`src/design/orq_pkg.sv`:
```
// Shared types and constants for the ordered record queue.
// No dependencies; every other design file imports this package.
`default_nettype none
package orq_pkg;

    localparam int DEFAULT_QUEUE_DEPTH = 16;

    typedef enum logic [2:0] {
        OP_APPEND    = 3'd0,
        OP_PUSH_HEAD = 3'd1,
        OP_INSERT_AT = 3'd2,
        OP_POP_HEAD  = 3'd3,
        OP_FIND_ID   = 3'd4,
        OP_FIND_SPD  = 3'd5,
        OP_FIND_PRI  = 3'd6,
        OP_FIND_TIME = 3'd7
    } op_t;

    typedef enum logic [1:0] {
        ST_OK        = 2'd0,
        ST_FULL      = 2'd1,
        ST_EMPTY     = 2'd2,
        ST_NOT_FOUND = 2'd3
    } status_t;

    typedef struct packed {
        logic [2:0]         op;
        logic [4:0]         slot;
        logic [31:0]        car_id;
        logic signed [15:0] car_kind;
        logic signed [15:0] car_speed;
        logic signed [15:0] car_priority;
        logic [31:0]        deadline;
    } req_t;

    typedef struct packed {
        logic [1:0]         status;
        logic [4:0]         found_index;
        logic [31:0]        out_id;
        logic signed [15:0] out_kind;
        logic signed [15:0] out_speed;
        logic signed [15:0] out_priority;
        logic [31:0]        out_deadline;
    } rsp_t;

    typedef struct packed {
        logic [31:0]        id;
        logic signed [15:0] kind;
        logic signed [15:0] speed;
        logic signed [15:0] prio;
        logic [31:0]        deadline;
    } rec_t;

    typedef enum logic [2:0] {
        S_IDLE,
        S_SHIFT_UP,
        S_SHIFT_DOWN,
        S_SEARCH,
        S_RESPOND
    } state_t;

    // Controller to datapath.
    typedef struct packed {
        logic load_req;
        logic rd_en;
        logic shift_up;
        logic shift_down;
        logic write_new;
        logic search;
        logic cnt_inc;
        logic cnt_dec;
        logic pop_capture;
        logic finish;
        logic set_full;
        logic set_empty;
    } ctl_t;

    // Datapath to controller.
    typedef struct packed {
        logic full;
        logic empty;
        logic at_pos;
        logic at_end;
        logic hit;
    } sts_t;

endpackage
`default_nettype wire

```
`src/design/orq_ctrl.sv`:
```
// Controller state machine of the ordered record queue.
// Depends on orq_pkg for the state, command and status types.
`default_nettype none
module orq_ctrl (
    input  wire logic          clk,
    input  wire logic          rst_n,
    input  wire logic          in_valid,
    input  wire orq_pkg::op_t  op,
    input  wire orq_pkg::sts_t sts,
    input  wire logic          rsp_free,
    output orq_pkg::ctl_t      ctl,
    output logic               in_ready
);
    import orq_pkg::*;

    state_t state_reg, state_next;
    op_t    op_reg, op_next;

    always_ff @(posedge clk or negedge rst_n)
    begin
        if (!rst_n)
        begin
            state_reg <= S_IDLE;
            op_reg    <= OP_APPEND;
        end
        else
        begin
            state_reg <= state_next;
            op_reg    <= op_next;
        end
    end

    assign in_ready = (state_reg == S_IDLE) && rsp_free;

    always_comb
    begin
        state_next = state_reg;
        op_next    = op_reg;
        case (state_reg)
            S_IDLE:
            begin
                if (in_valid && in_ready)
                begin
                    op_next = op;
                    if (op inside {OP_APPEND, OP_PUSH_HEAD, OP_INSERT_AT})
                        state_next = sts.full ? S_RESPOND : S_SHIFT_UP;
                    else if (op == OP_POP_HEAD)
                        state_next = sts.empty ? S_RESPOND : S_SHIFT_DOWN;
                    else
                        state_next = S_SEARCH;
                end
            end
            S_SHIFT_UP:
                if (sts.at_pos)
                    state_next = S_RESPOND;
            S_SHIFT_DOWN:
                if (sts.at_end)
                    state_next = S_RESPOND;
            S_SEARCH:
                if (sts.at_end || sts.hit)
                    state_next = S_RESPOND;
            S_RESPOND:
                state_next = S_IDLE;
            default:
                state_next = S_IDLE;
        endcase
    end

    always_comb
    begin
        ctl = '0;
        case (state_reg)
            S_IDLE:
            begin
                if (in_valid && in_ready)
                begin
                    ctl.load_req = 1'b1;
                    ctl.rd_en    = 1'b1;
                    if (op inside {OP_APPEND, OP_PUSH_HEAD, OP_INSERT_AT})
                        ctl.set_full = sts.full;
                    else if (op == OP_POP_HEAD)
                    begin
                        ctl.set_empty   = sts.empty;
                        ctl.pop_capture = !sts.empty;
                    end
                end
            end
            S_SHIFT_UP:
            begin
                ctl.rd_en = 1'b1;
                if (sts.at_pos)
                begin
                    ctl.write_new = 1'b1;
                    ctl.cnt_inc   = 1'b1;
                end
                else
                    ctl.shift_up = 1'b1;
            end
            S_SHIFT_DOWN:
            begin
                ctl.rd_en = 1'b1;
                if (sts.at_end)
                    ctl.cnt_dec = 1'b1;
                else
                    ctl.shift_down = 1'b1;
            end
            S_SEARCH:
            begin
                ctl.rd_en  = 1'b1;
                ctl.search = 1'b1;
            end
            S_RESPOND:
                ctl.finish = 1'b1;
            default:
                ctl = '0;
        endcase
    end

endmodule
`default_nettype wire

```
`src/design/orq_datapath.sv`:
```
// Datapath of the ordered record queue: record memory, count, walk pointer,
// comparators and the result register. Depends on orq_pkg.
`default_nettype none
module orq_datapath #(
    parameter int QUEUE_DEPTH = orq_pkg::DEFAULT_QUEUE_DEPTH
) (
    input  wire logic          clk,
    input  wire logic          rst_n,
    input  wire orq_pkg::req_t in_req,
    input  wire orq_pkg::ctl_t ctl,
    output orq_pkg::sts_t      sts,
    output orq_pkg::rsp_t      rsp,
    output logic               rsp_valid,
    input  wire logic          rsp_ready,
    output logic               rsp_free
);
    import orq_pkg::*;

    localparam int AW = (QUEUE_DEPTH > 1) ? $clog2(QUEUE_DEPTH) : 1;
    localparam int CW = $clog2(QUEUE_DEPTH + 1);
    localparam logic [CW-1:0] DEPTH_C = CW'(QUEUE_DEPTH);

    rec_t          mem [QUEUE_DEPTH];
    rec_t          rd_data_reg;
    req_t          req_reg, req_next;
    logic [CW-1:0] count_reg, count_next;
    logic [CW-1:0] ptr_reg, ptr_next;
    logic [CW-1:0] pos_reg, pos_next;
    logic          first_reg, first_next;
    rsp_t          rsp_reg, rsp_next;
    rsp_t          work_reg, work_next;
    logic          rsp_valid_reg, rsp_valid_next;
    logic [CW-1:0] rd_addr;
    logic [CW-1:0] wr_addr;
    logic          wr_en;
    rec_t          wr_data;
    rec_t          new_rec;
    logic          match;
    logic [CW-1:0] ins_pos;

    assign new_rec = '{id: req_reg.car_id, kind: req_reg.car_kind,
                       speed: req_reg.car_speed, prio: req_reg.car_priority,
                       deadline: req_reg.deadline};

    always_comb
    begin
        ins_pos = count_reg;
        if (in_req.op == OP_PUSH_HEAD)
            ins_pos = '0;
        else if (in_req.op == OP_INSERT_AT && CW'(in_req.slot) < count_reg
                 && {{(CW > 5 ? CW - 5 : 0){1'b0}}, in_req.slot} == CW'(in_req.slot))
            ins_pos = CW'(in_req.slot);
    end

    // Walk pointer and read address for each kind of pass.
    always_comb
    begin
        rd_addr = ptr_reg;
        if (ctl.load_req)
        begin
            if (in_req.op inside {OP_APPEND, OP_PUSH_HEAD, OP_INSERT_AT})
                rd_addr = count_reg - CW'(1);
            else if (in_req.op == OP_POP_HEAD)
                rd_addr = CW'(1);
            else
                rd_addr = '0;
        end
        else if (ctl.shift_up)
            rd_addr = ptr_reg - CW'(2);
        else if (ctl.shift_down)
            rd_addr = ptr_reg + CW'(2);
        else if (ctl.search)
            rd_addr = ptr_reg + CW'(1);
    end

    always_comb
    begin
        case (req_reg.op)
            OP_FIND_ID:   match = rd_data_reg.id == req_reg.car_id;
            OP_FIND_SPD:  match = rd_data_reg.speed <= req_reg.car_speed;
            OP_FIND_PRI:  match = rd_data_reg.prio >= req_reg.car_priority;
            OP_FIND_TIME: match = rd_data_reg.deadline >= req_reg.deadline;
            default:      match = 1'b0;
        endcase
    end

    always_comb
    begin
        sts.full   = count_reg >= DEPTH_C;
        sts.empty  = count_reg == '0;
        sts.at_pos = ptr_reg == pos_reg;
        if (req_reg.op == OP_POP_HEAD)
            sts.at_end = (ptr_reg + CW'(1)) >= count_reg;
        else
            sts.at_end = ptr_reg >= count_reg;
        sts.hit = (ptr_reg < count_reg) && match;
    end

    always_comb
    begin
        wr_en   = 1'b0;
        wr_addr = ptr_reg;
        wr_data = rd_data_reg;
        if (ctl.shift_up)
            wr_en = 1'b1;
        else if (ctl.shift_down)
            wr_en = 1'b1;
        else if (ctl.write_new)
        begin
            wr_en   = 1'b1;
            wr_data = new_rec;
        end
    end

    always_ff @(posedge clk)
    begin
        if (wr_en)
            mem[wr_addr[AW-1:0]] <= wr_data;
        if (ctl.rd_en)
            rd_data_reg <= mem[rd_addr[AW-1:0]];
    end

    always_comb
    begin
        req_next   = req_reg;
        count_next = count_reg;
        ptr_next   = ptr_reg;
        pos_next   = pos_reg;
        first_next = first_reg;
        work_next  = work_reg;
        if (ctl.load_req)
        begin
            req_next  = in_req;
            work_next = '0;
            pos_next  = ins_pos;
            if (in_req.op inside {OP_APPEND, OP_PUSH_HEAD, OP_INSERT_AT})
                ptr_next = count_reg;
            else
                ptr_next = '0;
            if (ctl.set_full)
                work_next.status = ST_FULL;
            if (ctl.set_empty)
                work_next.status = ST_EMPTY;
        end
        if (ctl.pop_capture)
            first_next = 1'b1;
        if (first_reg && (ctl.shift_down || ctl.cnt_dec))
        begin
            first_next             = 1'b0;
            work_next.out_id       = rd_data_reg.id;
            work_next.out_kind     = rd_data_reg.kind;
            work_next.out_speed    = rd_data_reg.speed;
            work_next.out_priority = rd_data_reg.prio;
            work_next.out_deadline = rd_data_reg.deadline;
        end
        if (ctl.shift_up)
            ptr_next = ptr_reg - CW'(1);
        if (ctl.shift_down)
            ptr_next = ptr_reg + CW'(1);
        if (ctl.cnt_inc)
            count_next = count_reg + CW'(1);
        if (ctl.cnt_dec)
            count_next = count_reg - CW'(1);
        if (ctl.search)
        begin
            if (sts.hit)
                work_next.found_index = 5'(ptr_reg);
            else if (sts.at_end)
            begin
                work_next.found_index = 5'(count_reg);
                if (req_reg.op == OP_FIND_ID)
                    work_next.status = ST_NOT_FOUND;
            end
            else
                ptr_next = ptr_reg + CW'(1);
        end
    end

    // The pop pass reads entry 1 first, so the head is not among its reads.
    // The shift pass moves entry ptr+1 down into ptr, so the head read is
    // taken from the word loaded at the start.
    rec_t head_reg;

    always_ff @(posedge clk)
    begin
        if (ctl.load_req)
            head_reg <= mem[0];
    end

    always_comb
    begin
        rsp_next       = rsp_reg;
        rsp_valid_next = rsp_valid_reg;
        if (rsp_valid_reg && rsp_ready)
            rsp_valid_next = 1'b0;
        if (ctl.finish)
        begin
            rsp_next       = work_reg;
            rsp_valid_next = 1'b1;
            if (req_reg.op == OP_POP_HEAD && work_reg.status == ST_OK)
            begin
                rsp_next.out_id       = head_reg.id;
                rsp_next.out_kind     = head_reg.kind;
                rsp_next.out_speed    = head_reg.speed;
                rsp_next.out_priority = head_reg.prio;
                rsp_next.out_deadline = head_reg.deadline;
            end
        end
    end

    always_ff @(posedge clk or negedge rst_n)
    begin
        if (!rst_n)
        begin
            count_reg     <= '0;
            ptr_reg       <= '0;
            pos_reg       <= '0;
            first_reg     <= 1'b0;
            rsp_valid_reg <= 1'b0;
        end
        else
        begin
            count_reg     <= count_next;
            ptr_reg       <= ptr_next;
            pos_reg       <= pos_next;
            first_reg     <= first_next;
            rsp_valid_reg <= rsp_valid_next;
        end
    end

    always_ff @(posedge clk)
    begin
        req_reg  <= req_next;
        work_reg <= work_next;
        rsp_reg  <= rsp_next;
    end

    assign rsp       = rsp_reg;
    assign rsp_valid = rsp_valid_reg;
    assign rsp_free  = !rsp_valid_reg || rsp_ready;

endmodule
`default_nettype wire

```
`src/design/ordered_record_queue.sv`:
```
// Top level of the ordered record queue: controller plus datapath.
// Depends on orq_pkg, orq_ctrl and orq_datapath.
//
// A bounded ordered queue of up to QUEUE_DEPTH records with append, push,
// insert, pop and four position searches. One request at a time: an insert
// walks the entries from the tail down to the insert position, one move per
// cycle through the record memory's one read and one write port; a pop moves
// every entry behind the head down once; a search reads one entry a cycle
// until a hit or the end. Full and empty cases skip the pass. The result sits
// in an output register, and the next request is taken once that register is
// free. No clearing pass follows reset.
`default_nettype none
module ordered_record_queue #(
    parameter int QUEUE_DEPTH = orq_pkg::DEFAULT_QUEUE_DEPTH
) (
    input  wire logic          clk,
    input  wire logic          rst_n,
    input  wire logic          in_valid,
    output logic               in_ready,
    input  wire orq_pkg::req_t in_data,
    output logic               out_valid,
    input  wire logic          out_ready,
    output orq_pkg::rsp_t      out_data
);
    import orq_pkg::*;

    ctl_t ctl;
    sts_t sts;
    logic rsp_free;

    orq_ctrl u_ctrl (
        .clk      (clk),
        .rst_n    (rst_n),
        .in_valid (in_valid),
        .op       (op_t'(in_data.op)),
        .sts      (sts),
        .rsp_free (rsp_free),
        .ctl      (ctl),
        .in_ready (in_ready)
    );

    orq_datapath #(
        .QUEUE_DEPTH (QUEUE_DEPTH)
    ) u_datapath (
        .clk       (clk),
        .rst_n     (rst_n),
        .in_req    (in_data),
        .ctl       (ctl),
        .sts       (sts),
        .rsp       (out_data),
        .rsp_valid (out_valid),
        .rsp_ready (out_ready),
        .rsp_free  (rsp_free)
    );

endmodule
`default_nettype wire

```
`config.mk`:
```
export PLATFORM = sky130hd
export DESIGN_NAME = ordered_record_queue
export DESIGN_NICKNAME = d
export VERILOG_FILES = /design/src/design/orq_pkg.sv /design/src/design/orq_ctrl.sv /design/src/design/orq_datapath.sv /design/src/design/ordered_record_queue.sv
export SDC_FILE = /design/constraint.sdc
export NUM_CORES = 2
export LEC_CHECK = 0
export BUFFER_PORTS_ARGS = -buffer_cell sky130_fd_sc_hd__clkbuf_2
export CORE_MARGIN = 5
export CORE_UTILIZATION = 40
export DETAILED_ROUTE_END_ITERATION = 10
export PLACE_DENSITY = 0.56
export SYNTH_ARGS = -nofsm -noshare
export SYNTH_HDL_FRONTEND = slang
export SYNTH_SLANG_ARGS = --single-unit
```
`constraint.sdc`:
```
create_clock -name clk -period 23.2 [get_ports clk]
set_input_delay 1.16 -clock clk [delete_from_list [all_inputs] [get_ports clk]]
set_output_delay 1.16 -clock clk [all_outputs]
set_load 0.05 [all_outputs]
```
* After elaboration in Yosys (flattened, before gate mapping)
Memories as Yosys holds them, arrays and structs flattened. A register that Yosys moved wholly into a read port is not among the register bits. Index checks and enable logic that the tools add are counted.
Storage, ports and cells: input port bits 124, RAM bits 1792, bits in registers 373, memories 1, output and inout port bits 121, logic and storage cells 154
Operators by class: equal/unequal tests 18, multiplexer cells 72, $lt $le $gt $ge 8, reductions and logical operators 23, add/sub/neg operators 6
Memory list:
- u_datapath.mem | words 16, bits a word 112, rd ports 2, clocked after memory_dff 2, wr ports 1, RTL line orq_datapath.sv:23 | rec_t mem [QUEUE_DEPTH];
Operators by type and width (number):
- $mux 112 | 5
- $mux 119 | 1
- $mux 5 | 12
- $eq 32x32->1 | 1
- $ge 32x32->1 | 1
- $mux 1 | 30
- $mux 3 | 8
- $mux 4 | 5
- $ge 16x16->1 | 1
- $le 16x16->1 | 1
- $eq 3x2->1 const B | 5
- $eq 3x3->1 const B | 5
- $mux 7 | 2
- $mux 2 | 6
- $pmux 3 s4 | 1
- $add 5x1->5 const B | 2
- $ge 5x5->1 | 2
- $lt 5x5->1 | 2
- $sub 5x1->5 const B | 2
- $reduce_bool 2->1 | 4
- $logic_and 1x1->1 | 7
- $eq 3x1->1 const B | 2
- $logic_not 3->1 | 2
- $eq 5x5->1 | 1
- 14 further kinds | 19

* Depth between registers and ports, before layout
depth after elaboration 13, depth in mapped cells 16

* By module
A second synthesis with hierarchy kept.
Unflattened totals: cells, all modules 5191, area total of the unflattened synthesis 96648.9 um^2
By module, submodules not included:
- orq_datapath | area each 96341.1 um^2, cells an instance 5152, sequential area each 71493.6 um^2, instances 1
- orq_ctrl | area each 307.8 um^2, cells an instance 39, sequential area each 75.1 um^2, instances 1

* Worst setup path before layout
No wires, ideal clock.
path kind input port to flip-flop, start point input out_ready, end point register u_datapath.work_reg[0] (netlist name) (enable), stages on the path 6, data required time 22731 ps, path slack 11566 ps, buffers on the path 1, arrival 11164 ps, path through nor2b_1 > nor4_2 > nand2_1 > inv_2 > clkbuf_1 > a21o_1
RTL lines:
- start, declared | RTL line ordered_record_queue.sv:22 | input wire logic out_ready,
- end signal, assigned | RTL line orq_datapath.sv:234 | work_reg <= work_next;
- end, declared | RTL line orq_datapath.sv:31 | rsp_t work_reg, work_next;

* Final worst setup path
start point register u_datapath.ptr_reg[0], end point register u_datapath.rd_data_reg[56] (netlist name)
On the way: longest elaborated chain between the ends 8, elaborated cells between the ends (all ways) 15
RTL lines:
- start, declared | RTL line orq_datapath.sv:27 | logic [CW-1:0] ptr_reg, ptr_next;
- start signal, assigned | RTL line orq_datapath.sv:224 | ptr_reg <= ptr_next;
- $add 5x1->5 | RTL line orq_datapath.sv:73 | rd_addr = ptr_reg + CW'(1);
- $ge 5x5->1 | RTL line orq_datapath.sv:93 | sts.at_end = (ptr_reg + CW'(1)) >= count_reg;
- $mux 1 | RTL line orq_datapath.sv:92 | if (req_reg.op == OP_POP_HEAD)
- $mux 1 | RTL line orq_ctrl.sv:102 | if (sts.at_end)
- $mux 1 | RTL line orq_ctrl.sv:72 | case (state_reg)
- $mux 4 | RTL line orq_datapath.sv:70 | else if (ctl.shift_down)
- $mux 4 (*) | RTL line orq_datapath.sv:68 | else if (ctl.shift_up)
- $mux 4 (*) | RTL line orq_datapath.sv:59 | if (ctl.load_req)
Mark *: on every way between the ends. The rest lies on a longest branch, timed or not. A chain may end at the register's enable or synchronous reset.

==> metrics <==
outcome=finished clean; placed inst area=0.0997 mm2; initial antenna violation count=7; number of I/O port buffers=244; Post-synth EDFFs=2,362; Layout fillers=20,846; clk_lat worst skew=0.89 ns; Core ar.=0.235 mm2; Least-Margin Pin Slew=1.32 ns; multi-input logic area=0.0212 mm2; vias in the first global route=55,828; First-pass DRT Iterations=6; IO Count=245; share of the yosys chip area belonging to registers=0.757; Cell Area, Synth=0.0945 mm2; die footprint=0.246 mm2; Final Cycle Share=0.268; Area contributors post-synth=edfxtp_1 (75%), nand2_1 (6.4%), nand3_1 (2.4%), a311o_1 (2.4%), and3_1 (2.3%); Final Hold Fails=0; critical path's largest stage delay=1.03 ns; final WL=271 mm; Worst Hold Class=in -> async; min Tclk post-route=6.23 ns; Final HPWL DP=130 mm; Die Height=496 um; WL/cell=26.0 um; via count=57,790; Avg Vias per Cell=5.54; Reg power frac=0.396; Worst EP required=23.82 ns; reg2reg path depth=14; layout net count=7,295; gr ovfl total=0; Post-Syn Instances=6,860; clk_skew=0.0437 ns; # hold bufs at CTS=0; Comb power frac=0.373; Residual DRC=0; Worst EP arrival=6.84 ns; largest area contributor in the netlist=edfxtp_1; CTS H-tree lvls=4; startpoint types=flip-flop; max reg flops=1,792; setup TNS=0 ns; Int Pwr=9840 uW; kind of end point of the critical path=flip-flop; Ys Warns=0; Buf/Inv on CP=3; Worst path slowest cell=buf_4; MaxCap Viol Count=0; CP delay by family, top=buffers and inverters; Power Dens Cells=151 mW/mm2; RSZ-0062 raised after global routing=false; Clk pwr share=0.230; VDD IR-drop max=0.263 mV; syn nets=7,072; Post-synth ARST share=0.00837; top post-synthesis cells by count=edfxtp_1 (2,362), nand2_1 (1,605), nor2_1 (488); # resized after CTS=0; synthesized area per cell=13.8 um2; CP Depth=14; cell chain of the critical path=inv_1 -> ha_1 -> ha_1 -> a21boi_0 -> o211ai_1 -> o2bb2ai_2 -> o21ai_2 -> a41oi_2 -> a2bb2oi_4 -> buf_4 -> buf_4 -> and3_1 -> a311o_1 -> nand4_1; global-route wire length before repair=391 mm; Yosys cell types=74; crit path max fanout=93; highest clock rate=0.161 GHz; most frequent cell after synthesis=edfxtp_1; Yosys reg bits=2,389; Final Wtd Congestion=0.789; # rows=178; Initial Util=0.402; CTS Root Cell=clkbuf_16; Area growth syn-to-layout=13.4%; # setup viols final=0; largest net degree at the start of global routing=174; DRT iter0 DRCs=6,273; switching share of total power=0.392; CTS sink count=2,389; cts bufs inserted=237; Die W=496 um; share of post-route cells with drive strength above 1=0.122; Total Routing Usage GR=0.215; CTS max path bufs=3; Routed Antenna Nets=0; final instance area=0.107 mm2; Synth top area share=0.751; Post-CTS Setup Bufs=0; relative slew slack=0.115; Synth Flop Type=edfxtp_1; fin. max-slew vios=0; Worst-path clk slew=0.06 ns; CTS tree=done; leakage=0.0376 uW; Psw=6340 uW; Setup CP Type=reg -> reg; storage element area=0.0716 mm2
placed cells by master, fill, tap and decap left out, types with 49 or more instances in the layout:
cell	Yosys	routed
and3_1	341	341
mux2_2	113	113
clkbuf_1	317	49
a311o_1	222	222
inv_1	77	77
nand4_1	127	127
edfxtp_1	2362	2362
nand3_1	455	455
buf_4	4	138
clkbuf_2	0	244
clkbuf_16	0	237
ha_1	88	88
o21ai_0	311	308
clkinv_1	0	63
nor2_1	488	475
nand2_1	1605	1605
final timing paths:
| kind | slack, ns | from | end |
|---|---|---|---|
| min reg2reg | 0.44 | u_datapath.mem[0][50]$_DFFE_PP_ | u_datapath.head_reg[50]$_DFFE_PP_ |
| max reg2reg | 16.97 | u_datapath.ptr_reg[0]$_DFF_PN0_ | u_datapath.rd_data_reg[56]$_DFFE_PP_ |
| min | 0.25 | rst_n | u_datapath.rsp_valid$_DFFE_PN0P_ |
| min in group clk | 0.44 | u_datapath.mem[0][50]$_DFFE_PP_ | u_datapath.head_reg[50]$_DFFE_PP_ |
| max in group asynchronous | 22.50 | rst_n | u_datapath.first_reg$_DFFE_PN0P_ |
| max | 16.97 | u_datapath.ptr_reg[0]$_DFF_PN0_ | u_datapath.rd_data_reg[56]$_DFFE_PP_ |
metrics by stage:
step | utilization | power [uW] | hold WS (ns) | setup slack [ns] | std cells
2_1_floorplan | - | 10400 | 0.418 | 11.57 | 6860
3_3_place_gp | 0.424 | 12500 | 0.433 | 17.17 | 9994
3_5_place_dp | 0.424 | 12500 | 0.435 | 17.09 | 9994
4_1_cts | 0.456 | 16300 | 0.195 | 17.05 | 10429
5_1_grt | 0.456 | 17000 | 0.244 | 16.62 | 10430
6_report | 0.456 | 16200 | 0.252 | 16.97 | 10432
power groups by stage:
stage | clock network, uW | registers (uW) | logic (uW)
2_1_floorplan | 0 | 6600 | 3760
3_3_place_gp | 0 | 6490 | 5960
3_5_place_dp | 0 | 6500 | 6040
4_1_cts | 3800 | 6410 | 6060
5_1_grt | 3970 | 6460 | 6600
6_report | 3730 | 6420 | 6040
logic make-up (layout without fill, tap and decap cells):
family	after synthesis	after routing	share of synthesized area
muxes	124	124	0.0148
and+or+nand+nor	3069	3069	0.142
other	0	3	0
DFF	2389	2389	0.757
buffers and inverters	497	916	0.0208
adders and majority gates	88	88	0.0117
xor gates and xnor gates	48	48	0.00445
AOI/OAI and AO/OA	645	645	0.0488
area by class of cell:
cell class	count	share of cell area
repair buffers	403	0.0250
clock inverters	149	0.0128
flip-flops and latches	2389	0.668
multi-input cells	3974	0.198
diodes	3	0.0000701
inverters	78	0.00280
well taps	3150	0.0368
clock buffers	286	0.0571
metal layers:
| layer | track usage | vias to the layer above | wire length [um] |
|---|---|---|---|
| li1 | - | 25696 | - |
| met1 | 0.306 | 29334 | 116000 |
| met2 | 0.345 | 2357 | 127000 |
| met3 | 0.0341 | 401 | 20600 |
| met4 | 0.0636 | 2 | 7920 |
| met5 | 0 | - | 13 |
Power figures use the tool's default switching activity.
